<file path="src/rtl/hsv2rgb_pkg.sv">
// ----------------------------------------------------------------------------
// hsv2rgb_pkg
// Widths, constants, sector codes and stage records shared by the
// HSV to RGB converter.
// ----------------------------------------------------------------------------
`default_nettype none

package hsv2rgb_pkg;

    localparam int HUE_W   = 9;
    localparam int CH_W    = 8;
    localparam int K_W     = 6;
    localparam int SECT_W  = 3;
    localparam int PROD_W  = 2 * CH_W;
    localparam int N_W     = 14;
    localparam int Y_W     = N_W - 2;
    localparam int Q_W     = 24;

    localparam logic [HUE_W-1:0] HUE_MAX   = 9'd360;
    localparam logic [K_W-1:0]   SECT_SPAN = 6'd60;
    localparam logic [PROD_W:0]  RND_255   = 17'd128;
    localparam logic [N_W-1:0]   X_BIAS    = 14'd30;
    // floor(y / 15) == (y * 2185) >> 15 for every y below 3833
    localparam logic [Y_W-1:0]   RECIP_15    = 12'd2185;
    localparam int               RECIP_SHIFT = 15;

    localparam logic [SECT_W-1:0] SECT_RED_YEL = 3'd0;
    localparam logic [SECT_W-1:0] SECT_YEL_GRN = 3'd1;
    localparam logic [SECT_W-1:0] SECT_GRN_CYN = 3'd2;
    localparam logic [SECT_W-1:0] SECT_CYN_BLU = 3'd3;
    localparam logic [SECT_W-1:0] SECT_BLU_MAG = 3'd4;
    localparam logic [SECT_W-1:0] SECT_MAG_RED = 3'd5;
    localparam logic [SECT_W-1:0] SECT_WRAP    = 3'd6;

    typedef struct packed {
        logic [CH_W-1:0]   c;
        logic [K_W-1:0]    k;
        logic [SECT_W-1:0] sect;
        logic [CH_W-1:0]   v;
        logic              inv;
    } t_chroma;

    typedef struct packed {
        logic [CH_W-1:0]   x;
        logic [CH_W-1:0]   c;
        logic [CH_W-1:0]   m;
        logic [SECT_W-1:0] sect;
        logic              inv;
    } t_xterm;

    // first hue of each 60-degree sector
    function automatic logic [HUE_W-1:0] sector_base(input logic [SECT_W-1:0] sect);
        logic [HUE_W-1:0] base;
        unique case (sect)
            SECT_RED_YEL: base = 9'd0;
            SECT_YEL_GRN: base = 9'd60;
            SECT_GRN_CYN: base = 9'd120;
            SECT_CYN_BLU: base = 9'd180;
            SECT_BLU_MAG: base = 9'd240;
            SECT_MAG_RED: base = 9'd300;
            SECT_WRAP:    base = 9'd360;
            default:      base = 9'd360;
        endcase
        return base;
    endfunction

endpackage

`default_nettype wire

</file>
<file path="src/rtl/hsv2rgb_hsv_if.sv">
// ----------------------------------------------------------------------------
// hsv2rgb_hsv_if
// Valid/ready channel carrying one HSV pixel word.
// ----------------------------------------------------------------------------
`default_nettype none

interface hsv2rgb_hsv_if
    import hsv2rgb_pkg::*;
();
    logic             valid;
    logic             ready;
    logic [HUE_W-1:0] hue;
    logic [CH_W-1:0]  saturation;
    logic [CH_W-1:0]  brightness;

    modport source (output valid, output hue, output saturation, output brightness,
                    input ready);
    modport sink   (input valid, input hue, input saturation, input brightness,
                    output ready);
endinterface

`default_nettype wire

</file>
<file path="src/rtl/hsv2rgb_rgb_if.sv">
// ----------------------------------------------------------------------------
// hsv2rgb_rgb_if
// Valid/ready channel carrying one RGB pixel word with its invalid flag.
// ----------------------------------------------------------------------------
`default_nettype none

interface hsv2rgb_rgb_if
    import hsv2rgb_pkg::*;
();
    logic            valid;
    logic            ready;
    logic [CH_W-1:0] red;
    logic [CH_W-1:0] green;
    logic [CH_W-1:0] blue;
    logic            invalid;

    modport source (output valid, output red, output green, output blue,
                    output invalid, input ready);
    modport sink   (input valid, input red, input green, input blue,
                    input invalid, output ready);
endinterface

`default_nettype wire

</file>
<file path="src/rtl/hsv2rgb_chroma.sv">
// ----------------------------------------------------------------------------
// hsv2rgb_chroma
// Stages 1-2: hue sector and ramp, s*v product, then chroma rounded
// to 8 bits.
// ----------------------------------------------------------------------------
`default_nettype none

module hsv2rgb_chroma
    import hsv2rgb_pkg::*;
(
    input  wire logic             i_clk,
    input  wire logic             i_rst_n,
    input  wire logic             i_valid,
    output logic                  o_ready,
    input  wire logic [HUE_W-1:0] i_hue,
    input  wire logic [CH_W-1:0]  i_sat,
    input  wire logic [CH_W-1:0]  i_val,
    output logic                  o_valid,
    input  wire logic             i_ready,
    output t_chroma               o_word
);

    logic              r_vld1, r_vld2;
    logic              w_rdy1, w_rdy2;

    logic [PROD_W-1:0] r_prod1;
    logic [K_W-1:0]    r_k1;
    logic [SECT_W-1:0] r_sect1;
    logic [CH_W-1:0]   r_v1;
    logic              r_inv1;

    t_chroma           r_word2;

    logic [SECT_W-1:0] n_sect;
    logic [HUE_W-1:0]  w_off;
    logic [K_W-1:0]    w_d;
    logic [K_W-1:0]    n_k;
    logic [PROD_W-1:0] n_prod;
    logic [PROD_W:0]   w_pp;
    logic [PROD_W:0]   w_sum;
    logic [CH_W-1:0]   n_c;

    assign w_rdy2  = !r_vld2 || i_ready;
    assign w_rdy1  = !r_vld1 || w_rdy2;
    assign o_ready = w_rdy1;
    assign o_valid = r_vld2;
    assign o_word  = r_word2;

    // stage 1
    always_comb begin
        priority if (i_hue >= 9'd360) n_sect = SECT_WRAP;
        else if (i_hue >= 9'd300)     n_sect = SECT_MAG_RED;
        else if (i_hue >= 9'd240)     n_sect = SECT_BLU_MAG;
        else if (i_hue >= 9'd180)     n_sect = SECT_CYN_BLU;
        else if (i_hue >= 9'd120)     n_sect = SECT_GRN_CYN;
        else if (i_hue >= 9'd60)      n_sect = SECT_YEL_GRN;
        else                          n_sect = SECT_RED_YEL;
    end

    // ramp k rises in even sectors and falls in odd ones
    assign w_off  = i_hue - sector_base(n_sect);
    assign w_d    = w_off[K_W-1:0];
    assign n_k    = n_sect[0] ? (SECT_SPAN - w_d) : w_d;
    assign n_prod = PROD_W'(i_sat) * PROD_W'(i_val);

    // stage 2: round(p / 255) as (p + 128 + ((p + 128) >> 8)) >> 8
    assign w_pp  = {1'b0, r_prod1} + RND_255;
    assign w_sum = w_pp + (w_pp >> CH_W);
    assign n_c   = w_sum[2*CH_W-1:CH_W];

    always_ff @(posedge i_clk) begin
        if (!i_rst_n) begin
            r_vld1 <= 1'b0;
            r_vld2 <= 1'b0;
        end else begin
            if (w_rdy1) r_vld1 <= i_valid;
            if (w_rdy2) r_vld2 <= r_vld1;
        end
    end

    always_ff @(posedge i_clk) begin
        if (w_rdy1) begin
            r_prod1 <= n_prod;
            r_k1    <= n_k;
            r_sect1 <= n_sect;
            r_v1    <= i_val;
            r_inv1  <= (i_hue > HUE_MAX);
        end
        if (w_rdy2) begin
            r_word2.c    <= n_c;
            r_word2.k    <= r_k1;
            r_word2.sect <= r_sect1;
            r_word2.v    <= r_v1;
            r_word2.inv  <= r_inv1;
        end
    end

endmodule

`default_nettype wire

</file>
<file path="src/rtl/hsv2rgb_xterm.sv">
// ----------------------------------------------------------------------------
// hsv2rgb_xterm
// Stages 3-4: x = round(c * k / 60) via c*k product then a reciprocal
// multiply; also forms the offset m = v - c.
// ----------------------------------------------------------------------------
`default_nettype none

module hsv2rgb_xterm
    import hsv2rgb_pkg::*;
(
    input  wire logic    i_clk,
    input  wire logic    i_rst_n,
    input  wire logic    i_valid,
    output logic         o_ready,
    input  wire t_chroma i_word,
    output logic         o_valid,
    input  wire logic    i_ready,
    output t_xterm       o_word
);

    logic              r_vld3, r_vld4;
    logic              w_rdy3, w_rdy4;

    logic [N_W-1:0]    r_n3;
    logic [CH_W-1:0]   r_c3;
    logic [CH_W-1:0]   r_m3;
    logic [SECT_W-1:0] r_sect3;
    logic              r_inv3;

    t_xterm            r_word4;

    logic [N_W-1:0]    n_n;
    logic [Q_W-1:0]    n_q;

    assign w_rdy4  = !r_vld4 || i_ready;
    assign w_rdy3  = !r_vld3 || w_rdy4;
    assign o_ready = w_rdy3;
    assign o_valid = r_vld4;
    assign o_word  = r_word4;

    // (c*k + 30) / 60 == ((c*k + 30) >> 2) / 15
    assign n_n = N_W'(i_word.c) * N_W'(i_word.k) + X_BIAS;
    assign n_q = Q_W'(r_n3[N_W-1:2]) * Q_W'(RECIP_15);

    always_ff @(posedge i_clk) begin
        if (!i_rst_n) begin
            r_vld3 <= 1'b0;
            r_vld4 <= 1'b0;
        end else begin
            if (w_rdy3) r_vld3 <= i_valid;
            if (w_rdy4) r_vld4 <= r_vld3;
        end
    end

    always_ff @(posedge i_clk) begin
        if (w_rdy3) begin
            r_n3    <= n_n;
            r_c3    <= i_word.c;
            r_m3    <= i_word.v - i_word.c;
            r_sect3 <= i_word.sect;
            r_inv3  <= i_word.inv;
        end
        if (w_rdy4) begin
            r_word4.x    <= n_q[RECIP_SHIFT +: CH_W];
            r_word4.c    <= r_c3;
            r_word4.m    <= r_m3;
            r_word4.sect <= r_sect3;
            r_word4.inv  <= r_inv3;
        end
    end

endmodule

`default_nettype wire

</file>
<file path="src/rtl/hsv2rgb_mix.sv">
// ----------------------------------------------------------------------------
// hsv2rgb_mix
// Stage 5: places c and x by sector, adds the offset, blanks invalid
// hues, and holds the result word in the output register.
// ----------------------------------------------------------------------------
`default_nettype none

module hsv2rgb_mix
    import hsv2rgb_pkg::*;
(
    input  wire logic   i_clk,
    input  wire logic   i_rst_n,
    input  wire logic   i_valid,
    output logic        o_ready,
    input  wire t_xterm i_word,
    hsv2rgb_rgb_if.source o_pix
);

    logic            r_vld;
    logic            w_rdy;
    logic [CH_W-1:0] r_red, r_green, r_blue;
    logic            r_inv;

    logic [CH_W-1:0] w_r, w_g, w_b;
    logic [CH_W-1:0] n_red, n_green, n_blue;

    assign w_rdy   = !r_vld || o_pix.ready;
    assign o_ready = w_rdy;

    always_comb begin
        unique case (i_word.sect)
            SECT_RED_YEL: begin w_r = i_word.c; w_g = i_word.x; w_b = '0;       end
            SECT_YEL_GRN: begin w_r = i_word.x; w_g = i_word.c; w_b = '0;       end
            SECT_GRN_CYN: begin w_r = '0;       w_g = i_word.c; w_b = i_word.x; end
            SECT_CYN_BLU: begin w_r = '0;       w_g = i_word.x; w_b = i_word.c; end
            SECT_BLU_MAG: begin w_r = i_word.x; w_g = '0;       w_b = i_word.c; end
            // last sector and hue 360 share one placement
            default:      begin w_r = i_word.c; w_g = '0;       w_b = i_word.x; end
        endcase
    end

    assign n_red   = i_word.inv ? '0 : w_r + i_word.m;
    assign n_green = i_word.inv ? '0 : w_g + i_word.m;
    assign n_blue  = i_word.inv ? '0 : w_b + i_word.m;

    always_ff @(posedge i_clk) begin
        if (!i_rst_n) begin
            r_vld <= 1'b0;
        end else if (w_rdy) begin
            r_vld <= i_valid;
        end
    end

    always_ff @(posedge i_clk) begin
        if (w_rdy) begin
            r_red   <= n_red;
            r_green <= n_green;
            r_blue  <= n_blue;
            r_inv   <= i_word.inv;
        end
    end

    assign o_pix.valid   = r_vld;
    assign o_pix.red     = r_red;
    assign o_pix.green   = r_green;
    assign o_pix.blue    = r_blue;
    assign o_pix.invalid = r_inv;

endmodule

`default_nettype wire

</file>
<file path="src/rtl/hsv_to_rgb_converter.sv">
// ----------------------------------------------------------------------------
// hsv_to_rgb_converter
// HSV to RGB pixel converter, five-stage pipeline.
// ----------------------------------------------------------------------------
// Usage:
//   i_pix carries one HSV word per handshake: hue in degrees (0..360 valid),
//   saturation and brightness as 8-bit fractions where 255 is 1.0.
//   o_pix returns one RGB word per input word, in order. A hue above 360
//   gives invalid = 1 with red, green and blue all zero.
//   A word accepted into stage 1 moves through stages 2, 3 and 4 to the
//   stage 5 output register and is presented on o_pix from there.
//   Throughput is one word per clock while o_pix.ready stays high; the two
//   multiplies of the x term (c*k, then the reciprocal of 15) and the s*v
//   product each sit in their own stage.
//   Each stage holds its word while the stage after it is full and stalled,
//   so a low o_pix.ready backs up stage by stage into i_pix.ready; empty
//   stages still fill, so up to five words are held at a stall.
//   Reset (i_rst_n low, synchronous) empties every stage; no word is
//   presented until new input arrives.
// ----------------------------------------------------------------------------
`default_nettype none

module hsv_to_rgb_converter
    import hsv2rgb_pkg::*;
(
    input  wire logic     i_clk,
    input  wire logic     i_rst_n,
    hsv2rgb_hsv_if.sink   i_pix,
    hsv2rgb_rgb_if.source o_pix
);

    logic    w_chroma_valid, w_chroma_ready;
    t_chroma w_chroma;
    logic    w_xterm_valid, w_xterm_ready;
    t_xterm  w_xterm;

    hsv2rgb_chroma u_chroma (
        .i_clk   (i_clk),
        .i_rst_n (i_rst_n),
        .i_valid (i_pix.valid),
        .o_ready (i_pix.ready),
        .i_hue   (i_pix.hue),
        .i_sat   (i_pix.saturation),
        .i_val   (i_pix.brightness),
        .o_valid (w_chroma_valid),
        .i_ready (w_chroma_ready),
        .o_word  (w_chroma)
    );

    hsv2rgb_xterm u_xterm (
        .i_clk   (i_clk),
        .i_rst_n (i_rst_n),
        .i_valid (w_chroma_valid),
        .o_ready (w_chroma_ready),
        .i_word  (w_chroma),
        .o_valid (w_xterm_valid),
        .i_ready (w_xterm_ready),
        .o_word  (w_xterm)
    );

    hsv2rgb_mix u_mix (
        .i_clk   (i_clk),
        .i_rst_n (i_rst_n),
        .i_valid (w_xterm_valid),
        .o_ready (w_xterm_ready),
        .i_word  (w_xterm),
        .o_pix   (o_pix)
    );

`ifndef SYNTHESIS
    a_chroma_le_value: assert property (@(posedge i_clk) disable iff (!i_rst_n)
        w_chroma_valid |-> (w_chroma.c <= w_chroma.v))
        else $error("chroma exceeds value");

    // ramp and x term are don't-care for out-of-range hues
    a_ramp_range: assert property (@(posedge i_clk) disable iff (!i_rst_n)
        (w_chroma_valid && !w_chroma.inv) |-> (w_chroma.k <= SECT_SPAN))
        else $error("hue ramp out of range");

    a_xterm_le_chroma: assert property (@(posedge i_clk) disable iff (!i_rst_n)
        (w_xterm_valid && !w_xterm.inv) |-> (w_xterm.x <= w_xterm.c))
        else $error("x term exceeds chroma");

    a_invalid_blank: assert property (@(posedge i_clk) disable iff (!i_rst_n)
        (o_pix.valid && o_pix.invalid) |->
            (o_pix.red == '0 && o_pix.green == '0 && o_pix.blue == '0))
        else $error("invalid hue word carries color");

    a_empty_after_reset: assert property (@(posedge i_clk)
        $past(!i_rst_n) |-> !o_pix.valid)
        else $error("output valid right after reset");
`endif

endmodule

`default_nettype wire

</file>
<file path="src/flat_wrapper.sv">
// flat-port wrapper written by rule: the top's interface ports become plain ports
module hsv_to_rgb_converter_flat import hsv2rgb_pkg::*;
  (i_clk, i_rst_n, i_pix_valid, i_pix_hue, i_pix_saturation, i_pix_brightness, i_pix_ready, o_pix_valid, o_pix_red, o_pix_green, o_pix_blue, o_pix_invalid, o_pix_ready);
  hsv2rgb_hsv_if i_pix_i ();
  hsv2rgb_rgb_if o_pix_i ();
  input  wire logic i_clk;
  input  wire logic i_rst_n;
  input wire logic [$bits(i_pix_i.valid)-1:0] i_pix_valid;
  input wire logic [$bits(i_pix_i.hue)-1:0] i_pix_hue;
  input wire logic [$bits(i_pix_i.saturation)-1:0] i_pix_saturation;
  input wire logic [$bits(i_pix_i.brightness)-1:0] i_pix_brightness;
  output wire logic [$bits(i_pix_i.ready)-1:0] i_pix_ready;
  output wire logic [$bits(o_pix_i.valid)-1:0] o_pix_valid;
  output wire logic [$bits(o_pix_i.red)-1:0] o_pix_red;
  output wire logic [$bits(o_pix_i.green)-1:0] o_pix_green;
  output wire logic [$bits(o_pix_i.blue)-1:0] o_pix_blue;
  output wire logic [$bits(o_pix_i.invalid)-1:0] o_pix_invalid;
  input wire logic [$bits(o_pix_i.ready)-1:0] o_pix_ready;
  assign i_pix_i.valid = i_pix_valid;
  assign i_pix_i.hue = i_pix_hue;
  assign i_pix_i.saturation = i_pix_saturation;
  assign i_pix_i.brightness = i_pix_brightness;
  assign i_pix_ready = i_pix_i.ready;
  assign o_pix_valid = o_pix_i.valid;
  assign o_pix_red = o_pix_i.red;
  assign o_pix_green = o_pix_i.green;
  assign o_pix_blue = o_pix_i.blue;
  assign o_pix_invalid = o_pix_i.invalid;
  assign o_pix_i.ready = o_pix_ready;
  hsv_to_rgb_converter u_core (.i_clk(i_clk), .i_rst_n(i_rst_n), .i_pix(i_pix_i), .o_pix(o_pix_i));
endmodule
</file>
<file path="config.mk">
export PLATFORM = sky130hd
export DESIGN_NAME = hsv_to_rgb_converter_flat
export DESIGN_NICKNAME = d
export VERILOG_FILES = /design/src/rtl/hsv2rgb_pkg.sv /design/src/rtl/hsv2rgb_hsv_if.sv /design/src/rtl/hsv2rgb_rgb_if.sv /design/src/rtl/hsv2rgb_chroma.sv /design/src/rtl/hsv2rgb_xterm.sv /design/src/rtl/hsv2rgb_mix.sv /design/src/rtl/hsv_to_rgb_converter.sv /design/src/flat_wrapper.sv
export SDC_FILE = /design/constraint.sdc
export NUM_CORES = 1
export LEC_CHECK = 0
export BUFFER_PORTS_ARGS = -buffer_cell sky130_fd_sc_hd__clkbuf_2
export CAP_MARGIN = 20
export CORE_MARGIN = 5
export CORE_UTILIZATION = 59
export CTS_CLUSTER_SIZE = 10
export DETAILED_ROUTE_END_ITERATION = 10
export PLACE_DENSITY = 0.77
export REMOVE_ABC_BUFFERS = 1
export SYNTH_ARGS = -nofsm -noshare
export SYNTH_HDL_FRONTEND = slang
export SYNTH_SLANG_ARGS = --single-unit
export TNS_END_PERCENT = 100
</file>
<file path="constraint.sdc">
create_clock -name i_clk -period 9.58 [get_ports i_clk]
set_clock_uncertainty 0.15 [all_clocks]
set_input_delay 1.437 -clock i_clk [delete_from_list [all_inputs] [get_ports i_clk]]
set_output_delay 1.437 -clock i_clk [all_outputs]
set_load 0.02 [all_outputs]
</file>
==> results.md <==
- TritonCTS clock tree: done
- Largest fanout on the critical path: 9
- Reg2Reg Setup Slack: 4.99 ns
- Most common cell in the netlist: ha_1
- Postcts setup bufs: 0
- Vias: 7553
- Pre-Repair DR Iteration Count: 5
- Die H: 151 um
- Synth top area share: 37.3%
- Ys Warns: 0
- CTS Buf Count: 17
- Area delta synth->final: 10.3%
- Mapped Cells: 1054
- Worst-Margin Slew: 1.05 ns
- # resized after CTS: 0
- IO Pins: 56
- Hold Path Origin: u_core.u_chroma.r_sect1[1]
- Dpl hpwl: 16.6 mm
- Initial Util: 60.0%
- Post-synth top cells: ha_1, edfxtp_1, inv_1
- Ys flop type: edfxtp_1
- Overflow after GRT: 0
- Dominant cell type by area after synthesis: edfxtp_1
- Final Slew Violations: 0
- First-pass GRT wire length: 35.4 mm
- Post-synth EDFFs: 145
- Crit start category: input port
- # DRC: 0
- TNS Setup: 0 ns
- Clock Pin Slew Worst Setup and Hold Paths: 0.07 ns
- Total number of H-tree levels: 4
- Share of layout cells above drive strength 1: 8.81%
- Maxcap violations: 0
- RSZ-0062 raised after global routing: false
- Post-route clock period utilization: 55.5%
- Status: completed
- HP Class: register to register
- Cell Count, Final, Fillers Out: 1400
- DR WL/cell: 14.8 um
- Reg2reg path depth: 13
- Site Rows: 51
- Total die area: 22700 um2
- Final Net Count: 1392
- Worst skew pair latency: 0.42 ns
- Launching point of the worst reg2reg path: u_core.u_chroma.o_word[15]
- Synth Register Bits: 150
- Die W: 151 um
- Top cells by area, synth: edfxtp_1, ha_1, fa_1, inv_1, xnor2_1
- Clock Sinks: 150
- Ant. Diodes: 0
- IO Port Bufs: 55
- Fmax: 0.188 GHz
- Number of global-route vias before repair: 7777
- Root buf cell: clkbuf_16
- Storage element area: 4450 um2
- Yosys cell types: 56
- Hold Path End: u_core.u_chroma.o_word[10]
- DRT antenna net count: 0
- Crit path time final: 5.32 ns
- Worst setup EP type: register
- Fill cells: 1449
- Via density: 5.40
- Hold Vio Cnt, Final: 0
- Data arrival, critical path: 5.33 ns
- Seq/Total Area, Yosys: 38.1%
- Max clock buf depth: 2
- Required @ worst endpoint: 9.59 ns
- Core ar.: 19500 um2
- Area of the multi-input gates: 6690 um2
- Drt first-iter violations: 368
- Slew headroom: 29.9%
- DP Worst Slack: 3.81 ns
- Initial antenna violation count: 0
- Synthesized area: 11700 um2
- Reg2reg end: u_core.u_xterm.r_n3[12]
- DP Cell Count: 1367
- CTS Hold Bufs: 0
- Worst hold path cell count: 0
- GRT Overall Usage: 19.7%
- Largest net degree at the start of global routing: 37
- Wirelength, routed: 20.7 mm
- Crit Path Class: input port to register
- Syn_area_per_cell: 11.1 um2
- Synth async-reset ratio: 0%
- Setup-failing EPs final: 0
- Final setup margin: 4.26 ns
- Gpl congestion: 0.877
-- registers in the layout, summed over array words and instances (netlist names) --
register,flops
u_core.u_chroma.r_vld1,1
u_core.u_xterm.r_vld3,1
u_core.u_xterm.r_c3,8
u_core.u_chroma.r_prod1,16
u_core.u_mix.o_pix.red,8
u_core.u_mix.o_pix.green,8
u_core.u_xterm.o_word,28
u_core.u_chroma.r_sect1,3
u_core.u_chroma.r_inv1,1
u_core.u_chroma.o_word,26
u_core.u_chroma.r_v1,8
u_core.u_mix.o_pix.valid,1
u_core.u_mix.o_pix.invalid,1
u_core.u_xterm.o_valid,1
u_core.u_xterm.r_sect3,3
u_core.u_xterm.r_n3,12
u_core.u_xterm.r_m3,8
u_core.u_chroma.o_valid,1
u_core.u_mix.o_pix.blue,8
u_core.u_chroma.r_k1,6
u_core.u_xterm.r_inv3,1
-- metal layers --
layer / track usage [%] / vias to the layer above / wire (um)
met1: 22.9 / 3576 / 8340
met5: 0 / - / 0
li1: - / 3772 / -
met4: 8.07 / 0 / 711
met2: 35.6 / 160 / 10900
met3: 3.58 / 45 / 747
-- how the worst max path moves through the flow --
stage	start	to	slack, ns	cells after the start
after floorplan	i_pix_brightness[7]	u_core.u_chroma.r_prod1[14]	4.23	13
after global placement	i_pix_brightness[4]	u_core.u_chroma.r_prod1[15]	3.88	15
after detailed placement	i_pix_brightness[7]	u_core.u_chroma.r_prod1[15]	3.81	14
after CTS	i_pix_brightness[7]	u_core.u_chroma.r_prod1[15]	4.26	14
after global routing	i_pix_brightness[7]	u_core.u_chroma.r_prod1[15]	4.05	14
final	i_pix_brightness[7]	u_core.u_chroma.r_prod1[14]	4.26	14
-- logic make-up (layout without fill, tap and decap cells) --
group / after synthesis / count (layout) / share of synthesized area, %
compound gates: 156 / 156 / 8.72
xor+xnor: 77 / 77 / 5.77
fa+ha+maj: 241 / 241 / 30.6
buf+inv: 144 / 225 / 4.66
flops: 150 / 150 / 38.1
mux: 3 / 3 / 0.278
simple gates: 283 / 283 / 11.8
-- worst max-delay path, cell delays in order --
cell and delay (ns):
clkbuf_2 0.17, nand2_1 0.10, fa_1 0.53, inv_1 0.05, fa_1 0.51, fa_1 0.52
fa_1 0.49, ha_1 0.34, or2_2 0.30, o31ai_1 0.07, a21oi_1 0.08, a41o_1 0.27
o41ai_1 0.35, xnor2_1 0.11
-- per-stage QoR --
step / instance area [um2] / hold slack, ns / util, %
6_report: 12900 / 0.271 / 66.2
5_1_grt: 12900 / 0.278 / 66.2
4_1_cts: 12900 / 0.271 / 66.1
3_5_place_dp: 12300 / 0.255 / 63.0
3_3_place_gp: 12300 / 0.251 / 63.0
2_1_floorplan: 11600 / 0.250 / -
-- cell usage in the layout, fill, tap and decap left out, types with 3 or more instances in the layout --
| master | n |
|---|---|
| a211oi_1 | 5 |
| a21o_1 | 17 |
| a21oi_1 | 49 |
| a22o_1 | 8 |
| a22oi_1 | 8 |
| a31oi_1 | 3 |
| and2_1 | 57 |
| and3_1 | 5 |
| clkbuf_16 | 17 |
| clkbuf_2 | 55 |
| clkinv_8 | 3 |
| dfxtp_1 | 5 |
| edfxtp_1 | 145 |
| fa_1 | 75 |
| ha_1 | 166 |
| inv_1 | 135 |
| inv_6 | 5 |
| inv_8 | 5 |
| nand2_1 | 104 |
| nand2b_1 | 10 |
| nand3_1 | 15 |
| nand4_1 | 3 |
| nor2_1 | 46 |
| nor2b_1 | 19 |
| nor3_1 | 13 |
| o21a_1 | 7 |
| o21ai_0 | 28 |
| o21bai_1 | 8 |
| o22ai_1 | 3 |
| xnor2_1 | 52 |
| xor2_1 | 25 |
-- area by class of cell --
type,instances,area share [%]
Clock buffer,17,3.30
Clock inverter,15,1.24
Inverter,135,3.93
Multi-Input combinational cell,760,51.9
Sequential cell,150,34.6
Tap cell,265,2.57
Timing Repair Buffer,58,2.47
Power is not shown: default switching activity piles up to over one toggle a cycle in this logic, so the estimate is an artifact.
